[config.mk]
export PLATFORM = sky130hd
export DESIGN_NAME = kli_cell
export DESIGN_NICKNAME = d
export VERILOG_FILES = /design/src/rtl/core/kli_pkg.sv /design/src/rtl/core/kli_cell.sv
export SDC_FILE = /design/constraint.sdc
export NUM_CORES = 1
export LEC_CHECK = 0
export ABC_CLOCK_PERIOD_IN_PS = 2560
export BUFFER_PORTS_ARGS = -buffer_cell sky130_fd_sc_hd__buf_2
export CAP_MARGIN = 10
export CORE_ASPECT_RATIO = 0.6
export CORE_UTILIZATION = 43
export DETAILED_ROUTE_END_ITERATION = 7
export PLACE_DENSITY = 0.88
export REMOVE_ABC_BUFFERS = 1
export SLEW_MARGIN = 20
export SYNTH_ARGS = -nofsm -noshare
export SYNTH_HDL_FRONTEND = slang
export SYNTH_SLANG_ARGS = --single-unit
export TNS_END_PERCENT = 50
[constraint.sdc]
create_clock -name clk -period 2.56 [get_ports clk]
set_input_delay 0.384 -clock clk [delete_from_list [all_inputs] [get_ports clk]]
set_output_delay 0.384 -clock clk [all_outputs]
set_load 0.005 [all_outputs]
[src/rtl/core/kli_pkg.sv]
// ----------------------------------------------------------------------------
// kli_pkg: shared types and constants for the keyed list
// Opcodes, status codes, cell actions, controller states and the control
// struct that the controller broadcasts to every cell of the chain.
// ----------------------------------------------------------------------------
package kli_pkg;

	localparam int DATA_W  = 32;
	localparam int COUNT_W = 7;

	typedef enum logic [1:0] {
		OP_APPEND = 2'd0,
		OP_QUERY  = 2'd1,
		OP_INSERT = 2'd2,
		OP_DELETE = 2'd3
	} op_t;

	typedef enum logic [1:0] {
		STAT_OK        = 2'd0,
		STAT_NOT_FOUND = 2'd1,
		STAT_FULL      = 2'd2,
		STAT_EMPTY     = 2'd3
	} status_t;

	typedef enum logic [1:0] {
		ACT_HOLD,
		ACT_APPEND,
		ACT_INSERT,
		ACT_DELETE
	} act_t;

	typedef enum logic [1:0] {
		S_IDLE,
		S_SEARCH,
		S_COMMIT
	} state_t;

	typedef struct packed {
		logic search;
		act_t act;
	} cell_ctrl_t;

endpackage

[src/rtl/core/kli_cell.sv]
// ----------------------------------------------------------------------------
// kli_cell: one entry of the keyed list
// Holds one value, compares it against the key and moves data to or from
// its neighbors when the list is shifted. Cell 0 holds the tail entry.
// ----------------------------------------------------------------------------
module kli_cell #(
	parameter int INDEX = 0,
	parameter int CNT_W = 7
) (
	input  logic                             clk,
	input  kli_pkg::cell_ctrl_t              ctrl,
	input  logic [CNT_W-1:0]                 count,
	input  logic signed [kli_pkg::DATA_W-1:0] key,
	input  logic signed [kli_pkg::DATA_W-1:0] new_value,
	input  logic signed [kli_pkg::DATA_W-1:0] left_value,
	input  logic signed [kli_pkg::DATA_W-1:0] right_value,
	input  logic                             left_match,
	input  logic                             above_in,
	output logic                             above_out,
	output logic                             match,
	output logic                             match_nxt,
	output logic signed [kli_pkg::DATA_W-1:0] value,
	output logic signed [kli_pkg::DATA_W-1:0] value_nxt
);
	import kli_pkg::*;

	logic signed [DATA_W-1:0] value_q;
	logic                     match_q;
	logic                     above_here;

	// The list head sits at the highest occupied cell, so the first match
	// counted from the head is the highest matching cell.
	assign above_here = above_in | match_q;
	assign above_out  = above_here;
	assign match      = match_q;
	assign value      = value_q;
	assign match_nxt  = (CNT_W'(INDEX) < count) && (value_q == key);

	always_comb begin
		value_nxt = value_q;
		unique case (ctrl.act)
			ACT_HOLD: begin
				value_nxt = value_q;
			end
			ACT_APPEND: begin
				value_nxt = left_value;
			end
			ACT_INSERT: begin
				// Cells above the matching one move up; the cell just above
				// it takes the new value.
				if (!(above_here || left_match)) begin
					value_nxt = left_value;
				end else if (left_match && !above_here) begin
					value_nxt = new_value;
				end else begin
					value_nxt = value_q;
				end
			end
			ACT_DELETE: begin
				if (!above_in) begin
					value_nxt = right_value;
				end else begin
					value_nxt = value_q;
				end
			end
			default: begin
				value_nxt = value_q;
			end
		endcase
	end

	always_ff @(posedge clk) begin
		value_q <= value_nxt;
		if (ctrl.search) begin
			match_q <= match_nxt;
		end
	end

endmodule

# After elaboration in Yosys (flattened, before gate mapping)
# Cells that the tools add are included.
classes:
  eq_ne: 4
  addsub: 0
  n_reduce_logical: 5
  bitwise: 1
  muxes: 4
  n_shift: 0
  n_lt_le_gt_ge: 1
  div_mod_pow: 0
  n_mul: 0
ops:
  columns: ["cell", "n"]
  rows:
  - ["$pmux 32 s4", 1]
  - ["$mux 32", 3]
  - ["$eq 32x32->1", 1]
  - ["$lt 1x7->1 const A", 1]
  - ["$eq 2x2->1 const B", 2]
  - ["$eq 2x1->1 const B", 1]
  - ["$logic_and 1x1->1", 2]
  - ["$logic_not 2->1", 1]
  - ["$logic_not 1->1", 1]
  - ["$logic_or 1x1->1", 1]
  - ["$or 1x1->1", 1]
word_totals:
  memories: 0
  elab_cells: 17
  ram_bits: 0
  output_inout_bits: 67
  romBits: 0
  in_bits: 141
  latch_bits: 0
  register_bits: 33

# Depth between registers and ports, before layout
# Gate-level depths: netlist of the first run.
depth:
  depth_word: 6
  ltp_mapped: 6
  mapped_depth_nobuf: 4

# Worst setup path before layout of the first run
# No wires, ideal clock.
synth_path:
  path_kind: "reg-to-output"
  startpoint: "register match_q (netlist: match)"
  endpoint: "output value_nxt[11] (netlist bit)"
  arrival_time_ns: 1.503
  stages_incl_launch_ff: 7
  required_time_ns: 2.176
  slack_ns: 0.673
  path_buffers: 2
  cell_sequence: "edfxtp_1 > clkbuf_1 > or2_4 > nor3_4 > buf_6 > a221oi_1 > a21oi_1"
synth_between:
  elab_chain_len: 6
  elab_cells_between_ends: 7
  classes_between: "3 x mux; 1 x bitwise; 3 x reduce/logical"
synth_lines:
  columns: ["item", "line_no", "source"]
  rows:
  - ["start: declaration", "kli_cell.sv:28", "logic match_q;"]
  - ["start signal: assignment", "kli_cell.sv:75", "match_q <= match_nxt;"]
  - ["$or 1x1->1 (*)", "kli_cell.sv:33", "assign above_here = above_in | match_q;"]
  - ["named net above_out", "kli_cell.sv:19", "output logic above_out,"]
  - ["$logic_not 1->1", "kli_cell.sv:53", "end else if (left_match && !above_here) begin"]
  - ["$logic_and 1x1->1", "kli_cell.sv:53", null]
  - ["$mux 32", "kli_cell.sv:53", null]
  - ["$mux 32 (*)", "kli_cell.sv:51", "if (!(above_here || left_match)) begin"]
  - ["$pmux 32 s4 (*)", "kli_cell.sv:41", "unique case (ctrl.act)"]
  - ["end: declaration", "kli_cell.sv:23", "output logic signed [kli_pkg::DATA_W-1:0] value_nxt"]
# The timed path passes the listed nets; every way through them passes the cells marked *.

# Worst setup path in the final report of the first run
layout_path:
  startpoint: "register value_q[12] (netlist: value[12])"
  endpoint: "output match_nxt"
layout_between:
  elab_chain_len: 2
layout_lines:
  columns: ["item", "line_no", "source"]
  rows:
  - ["start: declaration", "kli_cell.sv:27", "logic signed [DATA_W-1:0] value_q;"]
  - ["start signal: assignment", "kli_cell.sv:73", "value_q <= value_nxt;"]
  - ["$eq 32x32->1", "kli_cell.sv:37", "assign match_nxt = (CNT_W'(INDEX) < count) && (value_q == key);"]
  - ["$logic_and 1x1->1", "kli_cell.sv:37", null]
  - ["end: declaration", "kli_cell.sv:21", "output logic match_nxt,"]
# Every way passes these cells.

==> results of run 1 <==
layer usage:
layer / wire, um / part of all wire
met1: 3940 / 0.41
met2: 4810 / 0.50
met3: 866 / 0.089
met4: 87 / 0.0090
met5: 0 / 0
cells in the final DEF, fill, tap and decap left out, types with 2 or more instances in the layout:
cell type	count
buf_2	207
nand2_1	63
a21oi_1	62
dfxtp_1	32
nor2_1	31
a22o_1	30
xor2_1	28
a221oi_1	27
buf_4	12
nor4_1	6
clkbuf_8	5
a221oi_2	4
xnor2_1	4
inv_1	3
mux2i_1	2
o21ai_0	2
nor3_1	2
nor4_2	2
nand4_1	2
clkinv_2	2
worst paths after layout:
kind / to / cells past startpoint
worst max-delay path: match_nxt / 5
worst min-delay path: match$_DFFE_PP_ / 1
worst max register to register: match$_DFFE_PP_ / 4
worst min register to register: value[31]$_DFF_P_ / 2
logic make-up (layout without fill, tap and decap cells):
kind of cell / count (synthesis) / count (layout) / synth area share
AOI/OAI and AO/OA: 131 / 131 / 0.369
and+or+nand+nor: 111 / 111 / 0.184
buffers and inverters: 34 / 231 / 0.0654
DFF: 33 / 33 / 0.264
xor gates and xnor gates: 32 / 32 / 0.110
muxes: 2 / 2 / 0.00787
registers in the layout (all words and copies together), names as in the netlist:
register / flops
match: 1
value: 32
area by class of cell:
type	count	share of cell area
flip-flops and latches	33	0.180
well taps	80	0.0268
clock buffers	6	0.0194
clock inverters	2	0.00268
multi-input cells	276	0.461
inverters	3	0.00302
repair buffers	220	0.307
stage by stage:
stage | instances | utilization | setup WS (ns)
2_1_floorplan | 312 | - | -0.0335
3_3_place_gp | 612 | 0.644 | 0.257
3_5_place_dp | 612 | 0.644 | 0.208
4_1_cts | 620 | 0.658 | 0.00879
5_1_grt | 620 | 0.661 | 0.00752
6_report | 620 | 0.661 | 0.120
power breakdown:
group	total, mW	switching [mW]	leakage [nW]	internal (mW)
combinational	0.674	0.324	1.52	0.349
clock	0.398	0.209	0.0450	0.189
sequential	0.689	0.101	0.280	0.588
total	1.76	0.635	1.84	1.13
worst max-delay path: cells and delay by family, from the launching register on:
family          cells  cell delay [ns]
flops               1             0.36
buf+inv             1             0.21
compound gates      1             0.45
xor+xnor            1             0.17
simple gates        2             0.59
==> impl.org, run 1 <==
** Status
- The run finished with clean final reports.

** Synthesis
- Average instance area after synthesis :: 7.42 um^2
- Yosys mapped a number of flops with a built-in enable equal to 1.
- Synthesis produced a netlist whose cell count is approximately 340.
- The synthesized design spends more area on one cell type than any other, namely dfxtp_1.
- Of the synthesized area, sequential elements account for 0.264.
- Area share of the leading cell type in the synthesized netlist :: 0.252
- Ranked by instance count, the synthesized netlist is headed by 63 x nand2_1, 62 x a21oi_1, 32 x dfxtp_1.
- Count of distinct cell types in the synthesized netlist :: 29
- For this run, the number of Yosys warnings is 0.
- Cell with the most instances after synthesis :: nand2_1
- For this run, asynchronously set or reset flops after synthesis account for 0.
- Summing every instance area after synthesis gives roughly 0.0025 mm^2.
- Number of register bits inferred by synthesis :: 33
- Ranking of synthesized cells by area :: dfxtp_1 25%, a21oi_1 12%, a22o_1 10%
- Most used flip-flop cell after synthesis :: dfxtp_1

** Detailed routing
- Wires add up to 9710 um.
- The final route contains about 3500 vias.
- DRC Markers :: 0
- The count of nets left with antenna violations once routing finished came out at 0.
- The first TritonRoute pass finished after 5 iterations.
- After detailed routing, the average wire length per cell comes to 15.7 um.
- Detail-routed via count per cell :: 5.60
- Iteration-0 DRC Markers :: 212

** Min path
- Hold Path Class :: primary input to flop
- In this run the most critical hold path is launched from ctrl[2].

** Clock tree
- Clock Path Buffers :: 2
- Number of buffers created by CTS :: 5
- At the later pin of the worst-skew pair, clock insertion delay measures 0.29 ns.
- Post-CTS repair changed the size of 0 cells.
- Sink count of the clock tree :: 33
- Hold repair after CTS inserted 0 buffers.
- In this run the clock root is driven by a clkbuf_8.
- TritonCTS built the clock tree.
- CTS H-Tree Depth :: 2
- The number of setup buffers added after CTS is 0.
- Clock slew at the register clock pins of the worst setup and hold paths :: 0.07 ns

** Layout
- Multi-input gate area in the final layout :: 0.00172 mm^2
- For this run, the post-layout net count is 680.
- In the final layout, the share of cells above drive strength 1 is 0.439.
- Signed area change from the synthesized netlist to the final layout :: 46.7%
- Cell area after layout :: roughly 0.0037 mm^2
- In the final layout, flip-flops and latches occupy 671 um^2.
- Fill cells in the final layout number 505.
- The number of antenna diodes in the final layout is 0.

** STA
- Setup violators final :: 0
- Unrepaired setup endpoints after global routing :: no
- Between clock sinks in the finished design, the worst skew comes to between 0.003 and 0.004 ns.
- The number of slew-limit violations in the final report was 0.
- At the pin with the least slew margin, the transition time is 0.467 ns.
- Dividing the final minimum period by the clock period gives 0.953.
- Subtracting the final worst setup slack from the clock period gives 2.44 ns.
- Minimum hold slack :: 0.291 ns
- Based on the critical path, the design can be clocked at up to 410 MHz.
- Total negative slack :: 0 ns
- The hold violation total from the final report is 0.
- Measured against its own limit, the worst slew margin works out to 0.680.

** Floorplanning
- Die ar. :: 0.00624 mm^2
- Core area :: 0.00565 mm^2
- Row cnt :: 21
- IO Count :: 208
- Die outline width :: between 100 and 150 um
- Y dimension of the die :: roughly 60 um
- The initial utilization of the core area, before any placement, comes to 0.450.

** Setup path
- Critical-path top delay cell :: nor4_1
- Reg-to-reg setup timing slack :: 0.75 ns
- Largest stage delay on the critical path :: 0.45 ns
- Worst path arrival time :: 2.06 ns
- For the worst setup path, the data required time is approximately 2.2 ns.
- In this run the critical register-to-register path is launched from value[12]$_DFF_P_.
- Sequence of cells on the critical path :: xor2_1 > nor4_1 > nand4_1 > a2111oi_0 > buf_2
- The worst setup path is launched from a flop.
- Element type at the critical path end :: primary output
- Of all nets on the critical path, the largest fanout is 5.
- The setup path with the least slack is of type flop to primary output.
- Launching element of the worst setup path :: value[12]$_DFF_P_

** Global route
- M2 GR Usage :: 0.536
- Across every metal layer, demand over resource in global routing totals 0.296.
- met2 is the most crowded layer.
- Entering global routing, the biggest net connects 39 pins.
- For met3 alone, demand over resource in global routing was 0.0681.
- Remaining global-route overflow :: 0
- Global routing usage on met1 :: 0.357
- First-pass GRT wire length :: ~14000 um
- The number of antenna violations at the first check in global routing was 0.
- The number of global-route vias before repair is 2992.

** Power and ir drop
- IR analysis of the VDD net gives a maximum drop of 230 uV.
- Overall power consumption after layout is estimated at 1.76 mW.
- Summed over all cells, the static leakage comes to 1.84 nW.
- PD cells :: 472 mW/mm^2

** Place
- Placer's final routability congestion estimate :: 0.803
- Area post-placement :: 0.00364 mm^2
- Post-DP HPWL :: 7320 um
- Input and output buffers added on the ports amount to between 200 and 250.

** Run
- # Max-Cap Violations :: 0
Note: power is estimated with default switching activity, not from simulation.
==> run 2: changes to the inputs <==
- ABC_CLOCK_PERIOD_IN_PS: 2560 -> unset
- BUFFER_PORTS_ARGS: -buffer_cell sky130_fd_sc_hd__buf_2 -> unset
- CORE_UTILIZATION: 43 -> 45
- DONT_BUFFER_PORTS: unset -> 1
- PLACE_DENSITY: 0.88 -> 0.69
==> run 2 against run 1 <==
Compared with the run above:
- power fell by 14%
- cell area is 29% lower
- non-clock buffer count shrank 210
- largest cell class unchanged
==> impl.org, run 2 (same netlist as run 1, synthesis figures left out) <==
** STA
- Min setup slack post-route :: 0.200 ns (was 0.120 ns)
- Tmin final :: 2.36 ns (was 2.44 ns)
- Unrepaired setup endpoints after global routing: no (unchanged).
- Count of final hold-check violations :: 0 (unchanged)
- The headroom to the max-slew limit came to 0.705 (was 0.680).
- Post-route clock skew :: 0.0122 ns (was 0.00389 ns)
- Final-report max-slew violation count :: 0 (unchanged)
- Period Utilization, post-route :: 0.922 (was 0.953)
- The setup-violating endpoint count in the final report is 0 (unchanged).
- The slew at the pin closest to its max-slew limit came to 0.441 ns (was 0.467 ns).
- The final total negative setup slack is 0 ns (unchanged).
- The maximum frequency from static timing analysis came to 424 MHz (was 410 MHz).

** Setup path
- The category of the critical setup timing path is flop to primary output (unchanged).
- Sequence of cells on the critical path :: xor2_1 > nor4_1 > nand3_1 > a2111oi_0 > buf_4 (was xor2_1 > nor4_1 > nand4_1 > a2111oi_0 > buf_2)
- Largest delay share family, worst path :: simple AND/OR/NAND/NOR gates (unchanged)
- The worst reg2reg path depth came to 5 (was 4).
- Buf+Inv Stages, Crit Path :: 1 (unchanged)
- The flop-to-flop setup slack was 0.75 ns (about the same).
- The data required time at the worst endpoint was 2.18 ns (about the same).
- The endpoint of the lowest-slack register-to-register path is match$_DFFE_PP_ (unchanged).
- FF-to-FF Start :: value[21]$_DFF_P_ (was value[12]$_DFF_P_)
- Element type at the critical path end :: primary output (unchanged)
- The data arrival time of the worst path was 1.98 ns (was 2.06 ns).
- Critical-path top delay cell :: nor4_1 (unchanged)
- Maximum fanout along the worst path :: 5 (unchanged)
- Worst Setup Start Kind :: flop (unchanged)
- The largest stage delay on the critical path came to 0.41 ns (was 0.45 ns).

** Layout
- Final net count :: 470 (was 680)
- Share of final-layout standard cells stronger than drive strength 1 :: 0.0818 (was 0.439)
- Antenna diode count :: 0 (unchanged)
- Cell area after layout :: 0.00266 mm^2 (was 0.00373 mm^2)
- The final instance count without filler cells is 396 (was 620).
- The commonest non-fill, non-tap cell in the layout is nand2_1 (was buf_2).
- Signed area change from the synthesized netlist to the final layout :: 4.48% (was 46.7%)
- Flip-flop count of the largest register, all copies and words added :: 32 (unchanged)
- The fill cell instance count of the final layout was 536 (was 505).
- Leading cell types in the layout, fill and taps excluded: 63 x nand2_1, 62 x a21oi_1, 32 x dfxtp_1 (was 207 x buf_2, 63 x nand2_1, 62 x a21oi_1).

** Global route
- Remaining global-route overflow :: 0 (unchanged)
- The combined global-route utilization of all metal layers is 0.285 (was 0.296).
- The number of antenna violations at the first check in global routing was 0 (unchanged).
- First-pass GRT wire length :: 13000 um (was 14000 um)
- Vias in the first global route :: 2401 (was 2992)
- The pin count of the biggest net entering global routing came to 67 (was 39).

** Floorplanning
- Row cnt :: 20 (was 21)
- The chip width came to 99.1 um (was 101 um).
- Core area :: 0.00526 mm^2 (was 0.00565 mm^2)
- IO Count :: 208 (unchanged)
- Starting utilization of the core area :: 0.484 (was 0.450)
- Y dimension of the die :: 60.2 um (was 61.6 um)
- Die ar. :: 0.00597 mm^2 (was 0.00624 mm^2)

** Place
- The count of buffers from port buffering is 0 (was 207).
- The placed cell count is 388 (was 612).
- The weighted congestion reported at the end of routability-driven placement is 0.840 (was 0.803).
- The setup slack at placement came to 0.450 ns (was 0.208 ns).
- The instance area after placement was 0.00255 mm^2 (was 0.00364 mm^2).
- Post-DP HPWL :: 6250 um (was 7320 um)

** Detailed routing
- The number of search-and-repair iterations in the first detailed-routing pass was 5 (unchanged).
- The number of remaining DRC errors is 0 (unchanged).
- Detail-routed via count per cell :: 6.82 (was 5.60)
- The routed length per instance is 22.7 um (was 15.7 um).
- The count of vias placed by the detailed router was 2699 (was 3470).
- The count of routing violations after the opening detailed-route iteration came to 252 (was 212).
- The total length of routed wires was 8990 um (was 9710 um).
- The post-route antenna net violation count came to 0 (unchanged).

** Min path
- The number of cells traversed by the worst hold path was 0 (was 1).
- The path class of the lowest-slack min-delay path is primary input to flop (unchanged).
- Hold Path End :: match$_DFFE_PP_ (unchanged)
- The critical hold path startpoint was ctrl[2] (unchanged).

** Power and ir drop
- The power share of the sequential group is 0.470 (was 0.391).
- Pint :: 993 uW (was 1.13 mW)
- The largest voltage drop on the vdd net was 324 uV (was 230 uV).
- Total design power :: 1.52 mW (was 1.76 mW)
- The combinational fraction of design power was 0.256 (was 0.383).
- Cell leakage power :: 1.01 nW (was 1.84 nW)
- The areal power density over the cells was 570 mW/mm^2 (was 472 mW/mm^2).
- The switching power share of the total is 0.344 (was 0.360).
- The net switching power was 522 uW (was 635 uW).
- Clock network fraction of design power :: 0.274 (was 0.226)

** Clock tree
- Number of buffers created by CTS :: 5 (unchanged)
- The clock input transition at the sequential cells of the worst setup and hold paths came to 0.08 ns (was 0.07 ns).
- The post-CTS setup-driven buffer insertion count was 0 (unchanged).
- Clock Path Buffers :: 2 (unchanged)
- The source-to-sink clock delay at the later pin of the worst-skew pair was 0.29 ns (about the same).
- CTS H-Tree Depth :: 2 (unchanged)
- The buffer cell driving the clock tree root is clkbuf_8 (unchanged).
- The clock sink count came to 33 (unchanged).
- TritonCTS clock tree :: yes (unchanged)

** Status
- Result of the run :: completed (unchanged)

** Run
- The reported max-cap violation count was 0 (unchanged).
-- run 2: changes by cell type in the layout (fill, tap and decap cells not counted), sizes merged --
cell and change:
buf -210, clkbuf +2, clkinv -2
-- run 2: final cells by class --
type                    count  area [um^2]  share of cell area
multi-input cells         276         1730               0.650
flip-flops and latches     33          671               0.252
clock buffers               8         90.1              0.0339
well taps                  66         82.6              0.0311
repair buffers             10         75.1              0.0282
inverters                   3         11.3             0.00424
-- run 2: power by group through the flow --
stage / registers, mW / clock network, mW / logic, mW
global placement: 0.719 / 0 / 0.371
detailed placement: 0.721 / 0 / 0.376
floorplan: 0.693 / 0 / 0.300
CTS: 0.708 / 0.430 / 0.378
global route: 0.721 / 0.442 / 0.428
finish: 0.712 / 0.415 / 0.388
-- run 2: stage by stage --
stage | hold slack, ns | utilization
2_1_floorplan | 0.496 | -
3_5_place_dp | 0.497 | 0.485
4_1_cts | 0.191 | 0.502
3_3_place_gp | 0.497 | 0.485
5_1_grt | 0.189 | 0.506
6_report | 0.201 | 0.506
-- run 2: worst max-delay path by stage --
| stage | start | to | slack [ns] | cells past startpoint |
|---|---|---|---|---|
| after CTS | value[12]$_DFF_P_ | match_nxt | 0.13 | 5 |
| after detailed placement | value[12]$_DFF_P_ | match_nxt | 0.45 | 5 |
| final | value[21]$_DFF_P_ | match_nxt | 0.20 | 5 |
| after global placement | value[26]$_DFF_P_ | match_nxt | 0.43 | 5 |
| after global routing | value[21]$_DFF_P_ | match_nxt | 0.02 | 5 |
| after floorplan | match$_DFFE_PP_ | value_nxt[0] | -0.03 | 4 |
-- run 2: what timing repair did --
item	in CTS	in global routing
endpoints found under the setup margin	0	1
hold endpoints to repair	0	0
hold buffers	0	0
resized for setup	0	3
-- run 2: layer usage --
metal  wire length, um  share of wire  vias up  global-route usage
met4                55         0.0061        0              0.0756
li1                  -              -     1231                   -
met3              1030           0.11        8              0.0842
met2              4260           0.47      186               0.491
met5                 0              0        -                   0
met1              3650           0.41     1274               0.354
